$ cat config.mk
export PLATFORM = sky130hd
export DESIGN_NAME = halton_pixel_sample_index_top
export DESIGN_NICKNAME = d
export VERILOG_FILES = /design/src/hpsi_pkg.sv /design/src/hpsi_regs.sv /design/src/hpsi_front.sv /design/src/hpsi_queue.sv /design/src/hpsi_back.sv /design/src/halton_pixel_sample_index_top.sv
export SDC_FILE = /design/constraint.sdc
export NUM_CORES = 2
export LEC_CHECK = 0
export ABC_AREA = 1
export BUFFER_PORTS_ARGS = -buffer_cell sky130_fd_sc_hd__buf_2
export CORE_AREA = 4 4 440 442
export CTS_BUF_LIST = sky130_fd_sc_hd__clkbuf_8
export DETAILED_ROUTE_END_ITERATION = 10
export DIE_AREA = 0 0 444 446
export SYNTH_ARGS = -nofsm -noshare
export SYNTH_HDL_FRONTEND = slang
export SYNTH_HIERARCHICAL = 1
export SYNTH_SLANG_ARGS = --single-unit
$ cat constraint.sdc
create_clock -name i_clk -period 42.7 [get_ports i_clk]
set_input_delay 4.27 -clock i_clk [delete_from_list [all_inputs] [get_ports i_clk]]
set_output_delay 4.27 -clock i_clk [all_outputs]
set_load 0.1 [all_outputs]
$ cat src/hpsi_pkg.sv
`timescale 1ns / 1ps

package hpsi_pkg;

    // coordinate wrap range, a power of two so the wrap is a mask
    localparam int MAX_RESOLUTION = 128;
    localparam int COORD_W        = $clog2(MAX_RESOLUTION);

    // stream payload widths
    localparam int PIX_W      = 32;
    localparam int SAMPLE_W   = 32;
    localparam int IN_DATA_W  = 2 * PIX_W + SAMPLE_W;
    localparam int IDX_W      = 47;
    localparam int OUT_DATA_W = 48;

    // configuration register widths and limits
    localparam int EXP2_W   = 3;
    localparam int EXP3_W   = 3;
    localparam int INV2_W   = 7;
    localparam int INV3_W   = 8;
    localparam int EXP2_MAX = 7;
    localparam int EXP3_MAX = 5;

    // apb port
    localparam int ADDR_W  = 4;
    localparam int APB_W   = 32;
    localparam int REGSEL_W = 2;
    localparam logic [REGSEL_W-1:0] REG_EXP_TWO   = 2'd0;
    localparam logic [REGSEL_W-1:0] REG_EXP_THREE = 2'd1;
    localparam logic [REGSEL_W-1:0] REG_INV_TWO   = 2'd2;
    localparam logic [REGSEL_W-1:0] REG_INV_THREE = 2'd3;

    // datapath widths
    localparam int DIGITS3   = EXP3_MAX;
    localparam int REV2_W    = EXP2_MAX;
    localparam int REV3_W    = 8;
    localparam int SCALE3_W  = 8;
    localparam int STRIDE_W  = 15;
    localparam int X3_W      = REV3_W + INV3_W;
    localparam int T1_W      = STRIDE_W;
    localparam int SUM_W     = STRIDE_W + 1;
    localparam int MSH_W     = X3_W + SCALE3_W;

    // modulo reduction pipeline: restoring steps per stage
    localparam int STEPS_PER_STAGE = 2;
    localparam int MOD_STAGES      = X3_W / STEPS_PER_STAGE;

    // queue between front and back, power of two deep
    localparam int QUEUE_DEPTH = 4;
    localparam int PTR_W       = $clog2(QUEUE_DEPTH);
    localparam int CNT_W       = PTR_W + 1;

    // powers of three indexed by exponent
    typedef logic [EXP3_MAX:0][SCALE3_W-1:0] t_pow3_table;
    localparam t_pow3_table POW3_TABLE = {8'd243, 8'd81, 8'd27, 8'd9, 8'd3, 8'd1};

    // base-3 digits of every wrapped row, least significant digit lowest
    typedef logic [MAX_RESOLUTION-1:0][2*DIGITS3-1:0] t_digit_table;

    function automatic t_digit_table build_digit_table();
        t_digit_table tab;
        int           v;
        for (int n = 0; n < MAX_RESOLUTION; n++) begin
            v = n;
            for (int i = 0; i < DIGITS3; i++) begin
                tab[n][2*i +: 2] = 2'(v % 3);
                v = v / 3;
            end
        end
        return tab;
    endfunction

    localparam t_digit_table DIGIT_TABLE = build_digit_table();

    // derived configuration, exp_three already saturated
    typedef struct packed {
        logic [EXP2_W-1:0]   exp_two;
        logic [EXP3_W-1:0]   exp_three;
        logic [INV2_W-1:0]   inv_two;
        logic [INV3_W-1:0]   inv_three;
        logic [SCALE3_W-1:0] scale3;
        logic [REV2_W-1:0]   mask2;
        logic [STRIDE_W-1:0] stride;
    } t_cfg;

    // item after the front: reversed x, digits of y, sample number
    typedef struct packed {
        logic [REV2_W-1:0]    rev2;
        logic [2*DIGITS3-1:0] digits;
        logic [SAMPLE_W-1:0]  sample;
    } t_item;

endpackage

$ cat src/hpsi_regs.sv
`timescale 1ns / 1ps

module hpsi_regs (
    input  logic                          i_clk,
    input  logic                          i_rst_n,
    input  logic                          psel,
    input  logic                          penable,
    input  logic                          pwrite,
    input  logic [hpsi_pkg::ADDR_W-1:0]   paddr,
    input  logic [hpsi_pkg::APB_W-1:0]    pwdata,
    output logic [hpsi_pkg::APB_W-1:0]    prdata,
    output logic                          pready,
    output hpsi_pkg::t_cfg                o_cfg
);
    import hpsi_pkg::*;

    logic [EXP2_W-1:0]   r_exp_two;
    logic [EXP3_W-1:0]   r_exp_three;
    logic [INV2_W-1:0]   r_inv_two;
    logic [INV3_W-1:0]   r_inv_three;
    t_cfg                n_cfg;
    logic                w_wr;
    logic [REGSEL_W-1:0] w_sel;

    assign pready = 1'b1;
    assign w_wr   = psel && penable && pwrite;
    assign w_sel  = paddr[ADDR_W-1:2];

    // register writes
    always_ff @(posedge i_clk) begin
        if (!i_rst_n) begin
            r_exp_two   <= '0;
            r_exp_three <= '0;
            r_inv_two   <= '0;
            r_inv_three <= '0;
        end else if (w_wr) begin
            case (w_sel)
                REG_EXP_TWO:   r_exp_two   <= pwdata[EXP2_W-1:0];
                REG_EXP_THREE: r_exp_three <= pwdata[EXP3_W-1:0];
                REG_INV_TWO:   r_inv_two   <= pwdata[INV2_W-1:0];
                REG_INV_THREE: r_inv_three <= pwdata[INV3_W-1:0];
                default: ;
            endcase
        end
    end

    // read back raw values
    always_comb begin
        case (w_sel)
            REG_EXP_TWO:   prdata = APB_W'(r_exp_two);
            REG_EXP_THREE: prdata = APB_W'(r_exp_three);
            REG_INV_TWO:   prdata = APB_W'(r_inv_two);
            REG_INV_THREE: prdata = APB_W'(r_inv_three);
            default:       prdata = '0;
        endcase
    end

    // power-of-three scale, stride and mask derived from the exponents
    always_comb begin
        n_cfg.exp_two   = r_exp_two;
        n_cfg.exp_three = (r_exp_three > EXP3_W'(EXP3_MAX)) ? EXP3_W'(EXP3_MAX) : r_exp_three;
        n_cfg.inv_two   = r_inv_two;
        n_cfg.inv_three = r_inv_three;
        n_cfg.scale3    = POW3_TABLE[n_cfg.exp_three];
        n_cfg.mask2     = REV2_W'((9'd1 << r_exp_two) - 9'd1);
        n_cfg.stride    = STRIDE_W'(n_cfg.scale3) << r_exp_two;
    end

    assign o_cfg = n_cfg;

endmodule

$ cat src/hpsi_front.sv
`timescale 1ns / 1ps

module hpsi_front (
    input  logic                           i_clk,
    input  logic                           i_rst_n,
    input  hpsi_pkg::t_cfg                 i_cfg,
    input  logic                           i_valid,
    output logic                           o_ready,
    input  logic [hpsi_pkg::IN_DATA_W-1:0] i_data,
    output logic                           o_valid,
    input  logic                           i_ready,
    output hpsi_pkg::t_item                o_item
);
    import hpsi_pkg::*;

    logic              r_valid;
    t_item             r_item;
    t_item             n_item;
    logic [PIX_W-1:0]  w_px;
    logic [PIX_W-1:0]  w_py;
    logic [REV2_W-1:0] w_rev;

    assign o_ready = !r_valid || i_ready;
    assign o_valid = r_valid;
    assign o_item  = r_item;

    // wrap coordinates, reverse x bits, look up base-3 digits of y
    always_comb begin
        w_px = i_data[PIX_W-1:0] & PIX_W'(MAX_RESOLUTION - 1);
        w_py = i_data[2*PIX_W-1:PIX_W] & PIX_W'(MAX_RESOLUTION - 1);
        for (int i = 0; i < REV2_W; i++) begin
            w_rev[i] = w_px[REV2_W-1-i];
        end
        n_item.rev2   = w_rev >> (EXP2_W'(EXP2_MAX) - i_cfg.exp_two);
        n_item.digits = DIGIT_TABLE[w_py[COORD_W-1:0]];
        n_item.sample = i_data[IN_DATA_W-1:2*PIX_W];
    end

    always_ff @(posedge i_clk) begin
        if (!i_rst_n) begin
            r_valid <= 1'b0;
        end else if (o_ready) begin
            r_valid <= i_valid;
        end
    end

    always_ff @(posedge i_clk) begin
        if (i_valid && o_ready) begin
            r_item <= n_item;
        end
    end

endmodule

$ cat src/hpsi_queue.sv
`timescale 1ns / 1ps

module hpsi_queue (
    input  logic            i_clk,
    input  logic            i_rst_n,
    input  logic            i_valid,
    output logic            o_ready,
    input  hpsi_pkg::t_item i_item,
    output logic            o_valid,
    input  logic            i_ready,
    output hpsi_pkg::t_item o_item
);
    import hpsi_pkg::*;

    t_item            r_mem [QUEUE_DEPTH];
    logic [PTR_W-1:0] r_wr_ptr;
    logic [PTR_W-1:0] r_rd_ptr;
    logic [CNT_W-1:0] r_count;
    logic             w_push;
    logic             w_pop;

    assign o_ready = (r_count != CNT_W'(QUEUE_DEPTH));
    assign o_valid = (r_count != '0);
    assign o_item  = r_mem[r_rd_ptr];
    assign w_push  = i_valid && o_ready;
    assign w_pop   = o_valid && i_ready;

    // pointers and fill level, pointers wrap by overflow
    always_ff @(posedge i_clk) begin
        if (!i_rst_n) begin
            r_wr_ptr <= '0;
            r_rd_ptr <= '0;
            r_count  <= '0;
        end else begin
            if (w_push) begin
                r_wr_ptr <= r_wr_ptr + PTR_W'(1);
            end
            if (w_pop) begin
                r_rd_ptr <= r_rd_ptr + PTR_W'(1);
            end
            case ({w_push, w_pop})
                2'b10:   r_count <= r_count + CNT_W'(1);
                2'b01:   r_count <= r_count - CNT_W'(1);
                default: r_count <= r_count;
            endcase
        end
    end

    always_ff @(posedge i_clk) begin
        if (w_push) begin
            r_mem[r_wr_ptr] <= i_item;
        end
    end

endmodule

$ cat src/hpsi_back.sv
`timescale 1ns / 1ps

module hpsi_back (
    input  logic                           i_clk,
    input  logic                           i_rst_n,
    input  hpsi_pkg::t_cfg                 i_cfg,
    input  logic                           i_valid,
    output logic                           o_ready,
    input  hpsi_pkg::t_item                i_item,
    output logic                           o_valid,
    input  logic                           i_ready,
    output logic [hpsi_pkg::IDX_W-1:0]     o_index
);
    import hpsi_pkg::*;

    localparam int HW = REV3_W + 2;

    logic                w_adv;

    // first stage: digit reversal of y, x term modulo 2^exp_two
    logic                r_b1_valid;
    logic [REV3_W-1:0]   r_b1_rev3;
    logic [REV2_W-1:0]   r_b1_p2;
    logic [SAMPLE_W-1:0] r_b1_smp;
    logic [REV3_W-1:0]   n_rev3;
    logic [REV2_W-1:0]   n_p2;

    // reduction pipeline, index 0 holds the products
    logic                r_mv   [MOD_STAGES+1];
    logic [X3_W-1:0]     r_mrem [MOD_STAGES+1];
    logic [T1_W-1:0]     r_mt1  [MOD_STAGES+1];
    logic [SAMPLE_W-1:0] r_msmp [MOD_STAGES+1];
    logic [X3_W-1:0]     n_mrem [MOD_STAGES+1];
    logic [T1_W-1:0]     n_t1;

    // combine and final correction
    logic                r_c_valid;
    logic [SUM_W-1:0]    r_c_sum;
    logic [IDX_W-1:0]    r_c_prod;
    logic                r_d_valid;
    logic [STRIDE_W-1:0] r_d_off;
    logic [IDX_W-1:0]    r_d_prod;
    logic                r_out_valid;
    logic [IDX_W-1:0]    r_out_idx;
    logic [SUM_W-1:0]    n_c_sum;
    logic [IDX_W-1:0]    n_c_prod;
    logic [STRIDE_W-1:0] n_d_off;

    // whole pipeline moves when the output register can take a new item
    assign w_adv   = !r_out_valid || i_ready;
    assign o_ready = w_adv;
    assign o_valid = r_out_valid;
    assign o_index = r_out_idx;

    // base-3 reversal by horner over the live digits
    always_comb begin
        n_rev3 = '0;
        for (int i = 0; i < DIGITS3; i++) begin
            if (EXP3_W'(i) < i_cfg.exp_three) begin
                n_rev3 = REV3_W'((HW'(n_rev3) * HW'(3)) + HW'(i_item.digits[2*i +: 2]));
            end
        end
        n_p2 = REV2_W'(i_item.rev2 * i_cfg.inv_two) & i_cfg.mask2;
    end

    // products, then restoring reduction of the y term modulo 3^exp_three
    always_comb begin
        logic [X3_W-1:0]  rem;
        logic [MSH_W-1:0] shifted;
        n_mrem[0] = X3_W'(r_b1_rev3) * X3_W'(i_cfg.inv_three);
        n_t1      = T1_W'(r_b1_p2) * T1_W'(i_cfg.scale3);
        for (int j = 0; j < MOD_STAGES; j++) begin
            rem = r_mrem[j];
            for (int s = 0; s < STEPS_PER_STAGE; s++) begin
                shifted = MSH_W'(i_cfg.scale3) << (X3_W - 1 - (j * STEPS_PER_STAGE + s));
                if (MSH_W'(rem) >= shifted) begin
                    rem = rem - X3_W'(shifted);
                end
            end
            n_mrem[j+1] = rem;
        end
    end

    // sum of both terms, sample times stride, single subtract correction
    always_comb begin
        n_c_sum  = SUM_W'(r_mt1[MOD_STAGES]) + (SUM_W'(r_mrem[MOD_STAGES]) << i_cfg.exp_two);
        n_c_prod = IDX_W'(r_msmp[MOD_STAGES]) * IDX_W'(i_cfg.stride);
        if (r_c_sum >= SUM_W'(i_cfg.stride)) begin
            n_d_off = STRIDE_W'(r_c_sum - SUM_W'(i_cfg.stride));
        end else begin
            n_d_off = STRIDE_W'(r_c_sum);
        end
    end

    // valid chain
    always_ff @(posedge i_clk) begin
        if (!i_rst_n) begin
            r_b1_valid  <= 1'b0;
            for (int j = 0; j <= MOD_STAGES; j++) begin
                r_mv[j] <= 1'b0;
            end
            r_c_valid   <= 1'b0;
            r_d_valid   <= 1'b0;
            r_out_valid <= 1'b0;
        end else if (w_adv) begin
            r_b1_valid <= i_valid;
            r_mv[0]    <= r_b1_valid;
            for (int j = 0; j < MOD_STAGES; j++) begin
                r_mv[j+1] <= r_mv[j];
            end
            r_c_valid   <= r_mv[MOD_STAGES];
            r_d_valid   <= r_c_valid;
            r_out_valid <= r_d_valid;
        end
    end

    // payload stages
    always_ff @(posedge i_clk) begin
        if (w_adv) begin
            r_b1_rev3 <= n_rev3;
            r_b1_p2   <= n_p2;
            r_b1_smp  <= i_item.sample;
            r_mrem[0] <= n_mrem[0];
            r_mt1[0]  <= n_t1;
            r_msmp[0] <= r_b1_smp;
            for (int j = 0; j < MOD_STAGES; j++) begin
                r_mrem[j+1] <= n_mrem[j+1];
                r_mt1[j+1]  <= r_mt1[j];
                r_msmp[j+1] <= r_msmp[j];
            end
            r_c_sum   <= n_c_sum;
            r_c_prod  <= n_c_prod;
            r_d_off   <= n_d_off;
            r_d_prod  <= r_c_prod;
            r_out_idx <= r_d_prod + IDX_W'(r_d_off);
        end
    end

endmodule

$ cat src/halton_pixel_sample_index_top.sv
`timescale 1ns / 1ps

// Halton pixel sample index for bases 2 and 3. Each input item carries a pixel
// column, a pixel row (both signed, wrapped modulo MAX_RESOLUTION) and a sample
// number; the result item is that sample's global index, the pixel offset plus
// sample number times the stride 2^exp_two * 3^exp_three. Load exp_two,
// exp_three and the two modular inverses over APB before streaming items; an
// exp_three above five counts as five. One item is accepted every clock cycle
// unless an output stall has filled the queue. The front register hands each
// item to the four-entry queue, and the back pipeline adds thirteen stages,
// eight of them the modulo-3^exp_three reduction with two restoring steps per
// stage. A stall on the output side halts the back pipeline while the front
// keeps filling the queue.
module halton_pixel_sample_index_top (
    input  logic                            i_clk,
    input  logic                            i_rst_n,
    // pixel_x [31:0], pixel_y [63:32], sample_num [95:64]
    input  logic                            s_axis_tvalid,
    output logic                            s_axis_tready,
    input  logic [hpsi_pkg::IN_DATA_W-1:0]  s_axis_tdata,
    // sample_index [46:0], zero [47]
    output logic                            m_axis_tvalid,
    input  logic                            m_axis_tready,
    output logic [hpsi_pkg::OUT_DATA_W-1:0] m_axis_tdata,
    input  logic                            psel,
    input  logic                            penable,
    input  logic                            pwrite,
    input  logic [hpsi_pkg::ADDR_W-1:0]     paddr,
    input  logic [hpsi_pkg::APB_W-1:0]      pwdata,
    output logic [hpsi_pkg::APB_W-1:0]      prdata,
    output logic                            pready
);
    import hpsi_pkg::*;

    t_cfg             w_cfg;
    logic             w_f_valid;
    logic             w_f_ready;
    t_item            w_f_item;
    logic             w_q_valid;
    logic             w_q_ready;
    t_item            w_q_item;
    logic [IDX_W-1:0] w_index;

    // configuration registers
    hpsi_regs u_regs (
        .i_clk   (i_clk),
        .i_rst_n (i_rst_n),
        .psel    (psel),
        .penable (penable),
        .pwrite  (pwrite),
        .paddr   (paddr),
        .pwdata  (pwdata),
        .prdata  (prdata),
        .pready  (pready),
        .o_cfg   (w_cfg)
    );

    // front: wrap and digit split
    hpsi_front u_front (
        .i_clk   (i_clk),
        .i_rst_n (i_rst_n),
        .i_cfg   (w_cfg),
        .i_valid (s_axis_tvalid),
        .o_ready (s_axis_tready),
        .i_data  (s_axis_tdata),
        .o_valid (w_f_valid),
        .i_ready (w_f_ready),
        .o_item  (w_f_item)
    );

    // decoupling queue
    hpsi_queue u_queue (
        .i_clk   (i_clk),
        .i_rst_n (i_rst_n),
        .i_valid (w_f_valid),
        .o_ready (w_f_ready),
        .i_item  (w_f_item),
        .o_valid (w_q_valid),
        .i_ready (w_q_ready),
        .o_item  (w_q_item)
    );

    // back: offset arithmetic and final index
    hpsi_back u_back (
        .i_clk   (i_clk),
        .i_rst_n (i_rst_n),
        .i_cfg   (w_cfg),
        .i_valid (w_q_valid),
        .o_ready (w_q_ready),
        .i_item  (w_q_item),
        .o_valid (m_axis_tvalid),
        .i_ready (m_axis_tready),
        .o_index (w_index)
    );

    assign m_axis_tdata = OUT_DATA_W'(w_index);

endmodule

==> impl_summary.md <==
Run status
The flow ran to the end, and the final reports show no timing, DRC or antenna violations.

Global route
The met1 global-route usage is 0.197. For met3 alone, demand over resource in global routing was 0.0277. The global route total overflow is 0. met2 is the most crowded layer. The via count of the first global-routing pass is 45.1k.

The number of antenna violations at the first check in global routing is 1. Entering global routing, the biggest net connects 198 pins. The all-layer global routing usage is 0.144. The wire length of the first global-routing pass is 233000 um.

For this run, global-route usage on met2 was measured as 0.233.

Critical path
The sort of element at the end of the critical path is a primary output. Data on the critical path arrives at its endpoint at 5.70 ns. Of all nets on the critical path, the largest fanout is 7. The worst setup path category is input port to primary output. The required time reported for the critical path endpoint is 38.43 ns. The kind of start point of the critical path is an input port.

Timing
The number of failing setup endpoints in the final timing report is 0. The part of the cycle the worst path needs is 0.233. Based on the critical path, the design can be clocked at up to 100 MHz.

The final-layout setup total negative slack is 0 ns. The final count of pins violating max slew came to 0. Counting I/O delays and the setup requirement, the final critical path takes 9.97 ns. The number of failing hold endpoints at the final stage came to 0.

Once routing completed, OpenROAD measured the worst setup slack at 32.73 ns. The worst pin sits at a relative slew slack of 0.248. Setup repair after global routing left no endpoint under its margin. The worst hold margin is 0.359 ns. The pin slew with the least headroom to its limit is 1.13 ns. The post-route clock skew is 0.0838 ns.

Logic synthesis
The number of standard cells after synthesis is 6633. The share of the synthesized area in the top cell type is 0.459. The netlist uses 67 different library cells. For this run, the register share of the synthesized area comes to 0.469. In this run, synthesis inferred 1039 flip-flops with an integrated enable. After synthesis, the cell types taking the most area are edfxtp_1 (46%), fa_1 (14%), nand2_1 (8.0%), ha_1 (7.1%), inv_1 (6.3%). The mapped cell area is 68000 sq um. The most instantiated flip-flop cell in the synthesis netlist is edfxtp_1. After synthesis, the share of flip-flops with an asynchronous set or reset is 0. The register bit total from synthesis is 1074. The synthesized area divided by synthesized cell count is 10.3 sq um.

The warning count from the yosys run is 6. Of all cell types, the one taking the most synthesized area is edfxtp_1.

Drt
The via count of the routed design is 44.3k. The final wirelength is 142000 um. The residual antenna-violating net count after detailed routing is 0. The number of DRC violations after detailed-routing iteration 0 is 2714. The number of iterations in the first detailed-routing pass is 5.

Using the TritonRoute via totals, the vias-per-cell ratio works out to 4.71. Dividing the detail-routed wire length by the instance count gives 15.1 um. The remaining routing DRC violations is 0.

Cells and area
Of the cells placed in the final design, the portion with a size suffix greater than 1 is 0.0811. At the end of the flow, the number of nets in the layout was 7769. From synthesis to final layout, the design area changed by 9.73%. Measured on the finished design, the core utilization comes to 0.394.

After the flow finishes, the layout carries non-filler instances totaling 9414.

Clock network
For the worst-skew pair, the clock arrives at the later sink with an insertion delay of 0.90 ns. Clock-pin slew was measured on the worst setup and hold paths at 0.06 ns. After clock tree synthesis, the setup repair step added 0 buffers. The clock tree from TritonCTS is done.

Gates resized during post-CTS repair numbered 0. The buffer type at the clock tree root is clkbuf_8. The H-tree was split into 4 levels. The CTS buffer count is 178. The clock tree buffer depth is 3. The hold-fix buffer count after cts is 0. The TritonCTS sink count is 1074.

Die
222 I/O pins were placed. In this run the vertical extent of the chip is 446 um. After floorplanning, the core was divided into 160 placement rows. The core region is 190000 sq um. The die outline area is 198000 sq um. The effective utilization at floorplan is 0.359.

The horizontal extent of the die is 444 um.

Placement
The routability congestion estimate is 0.849. The worst setup slack before clock tree synthesis is 32.71 ns. The count of buffers added on input and output ports is 119. The wire-length estimate of the detail-placed layout is 102000 um.

The post-placement cell count is 9091.

Pwr
In this run the power density over the cells is 58.8 nW/um^2. The leakage dissipation is 0.0344 uW. VDD sags by at most 35.5 uV.

Hold path
The min-delay analysis places its worst path in the category flip-flop to flip-flop.

Run
The count of max-cap constraint violations is 0.
==> worst max-delay path, cell delays in order <==
cell,delay (ns)
buf_2,0.12
inv_1,0.08
nand2_2,0.07
inv_1,0.26
nand2_1,0.10
o2111ai_1,0.26
buf_2,0.53
==> flip-flops by register name (all words and copies together), names as in the netlist, 32 cells and up, named ones only <==
signal and flops:
u_back/r_mt1 135, u_back/r_b1_smp 32, u_front/o_item 48, u_back/r_mrem 144, u_back/o_index 47, u_back/r_c_prod 47
u_back/r_msmp 288, u_back/r_d_prod 47, u_queue/r_mem 196
==> power by group <==
| group | leakage [uW] | total [uW] | switching (uW) | internal [uW] |
|---|---|---|---|---|
| Clock | 0.00199 | 889 | 429 | 459 |
| Combinational | 0.0210 | 1740 | 1150 | 590 |
| Sequential | 0.0114 | 1770 | 201 | 1570 |
| Total | 0.0344 | 4390 | 1780 | 2610 |
==> logic make-up after synthesis <==
kind of cell | after synthesis | share of synthesized area
multiplexers | 11 | 0.00171
XOR/XNOR | 226 | 0.0291
flip-flops | 1074 | 0.469
AO/OA/AOI/OAI | 762 | 0.0624
other | 4 | 0.000221
AND/OR/NAND/NOR | 2287 | 0.141
adder cells (fa/ha/maj) | 870 | 0.214
buffers and inverters | 1399 | 0.0827
==> routing by layer <==
| metal | vias up | part of all wire |
|---|---|---|
| li1 | 21730 | - |
| met1 | 21325 | 0.46 |
| met2 | 1037 | 0.46 |
| met3 | 224 | 0.056 |
| met4 | 0 | 0.025 |
| met5 | - | 0 |
==> per-stage QoR <==
stage | total power [uW] | area, sq um
finish | 4390 | 74600
detailed placement | 3530 | 71000
CTS | 4440 | 74600
global placement | 3480 | 71000
global route | 4760 | 74600
floorplan | 3070 | 68100
==> Yosys cell counts (81+ instances only) <==
library cell and n:
a21oi_1 251, clkbuf_1 140, edfxtp_1 1039, fa_1 485
ha_1 385, inv_1 1144, nand2_1 1447, nand3_1 215
nor2_1 403, o21ai_0 307, xnor2_1 81, xor2_1 145
==> area by class of cell <==
class	instances	area, sq um
fillers	18387	115000
flip-flops and latches	1074	31900
multi-input cells	4185	30700
inverters	1168	4410
well taps	2511	3140
clock buffers	178	2450
clock inverters	144	1190
repair buffers	153	876
diodes	1	2.50
==> placed cells by master (no fill, tap or decap), drive strengths merged, types with 4 or more instances in the layout <==
cell type | Yosys | routed
a22o | 4 | 4
nand2 | 1490 | 1490
edfxtp | 1039 | 1039
a21boi | 5 | 5
conb | 4 | 29
nand3b | 5 | 5
inv | 1165 | 1215
clkbuf | 144 | 178
o21ai | 348 | 348
mux2i | 6 | 6
o21a | 4 | 4
or2 | 11 | 11
a21oi | 257 | 257
a31oi | 28 | 28
fa | 485 | 485
nor2 | 429 | 429
nor3 | 47 | 47
o2111ai | 8 | 8
bufinv | 0 | 9
ha | 385 | 385
a21o | 16 | 16
and2 | 6 | 6
xor2 | 145 | 145
o21bai | 12 | 12
nand4 | 45 | 45
xnor2 | 81 | 81
buf | 87 | 153
o22ai | 52 | 52
clkinv | 3 | 85
o31ai | 9 | 9
nor4 | 15 | 15
dfxtp | 35 | 35
o211ai | 6 | 6
mux2 | 5 | 5
nand3 | 234 | 234
==> path summary, 6_finish.rpt <==
path                                   startpoint                         endpoint  slack, ns  cells after the start
setup / recovery                         paddr[2]                        prdata[2]      32.73                      7
hold / removal    u_back/r_msmp[0][142]$_DFFE_PP_  u_back/r_msmp[0][174]$_DFFE_PP_       0.36                      0
setup reg to reg                        flip-flop    u_back/r_b1_rev3[7]$_DFFE_PP_      34.00                     36
hold reg to reg   u_back/r_msmp[0][142]$_DFFE_PP_  u_back/r_msmp[0][174]$_DFFE_PP_       0.36                      0
Note: power is estimated with default switching activity, not from simulation.
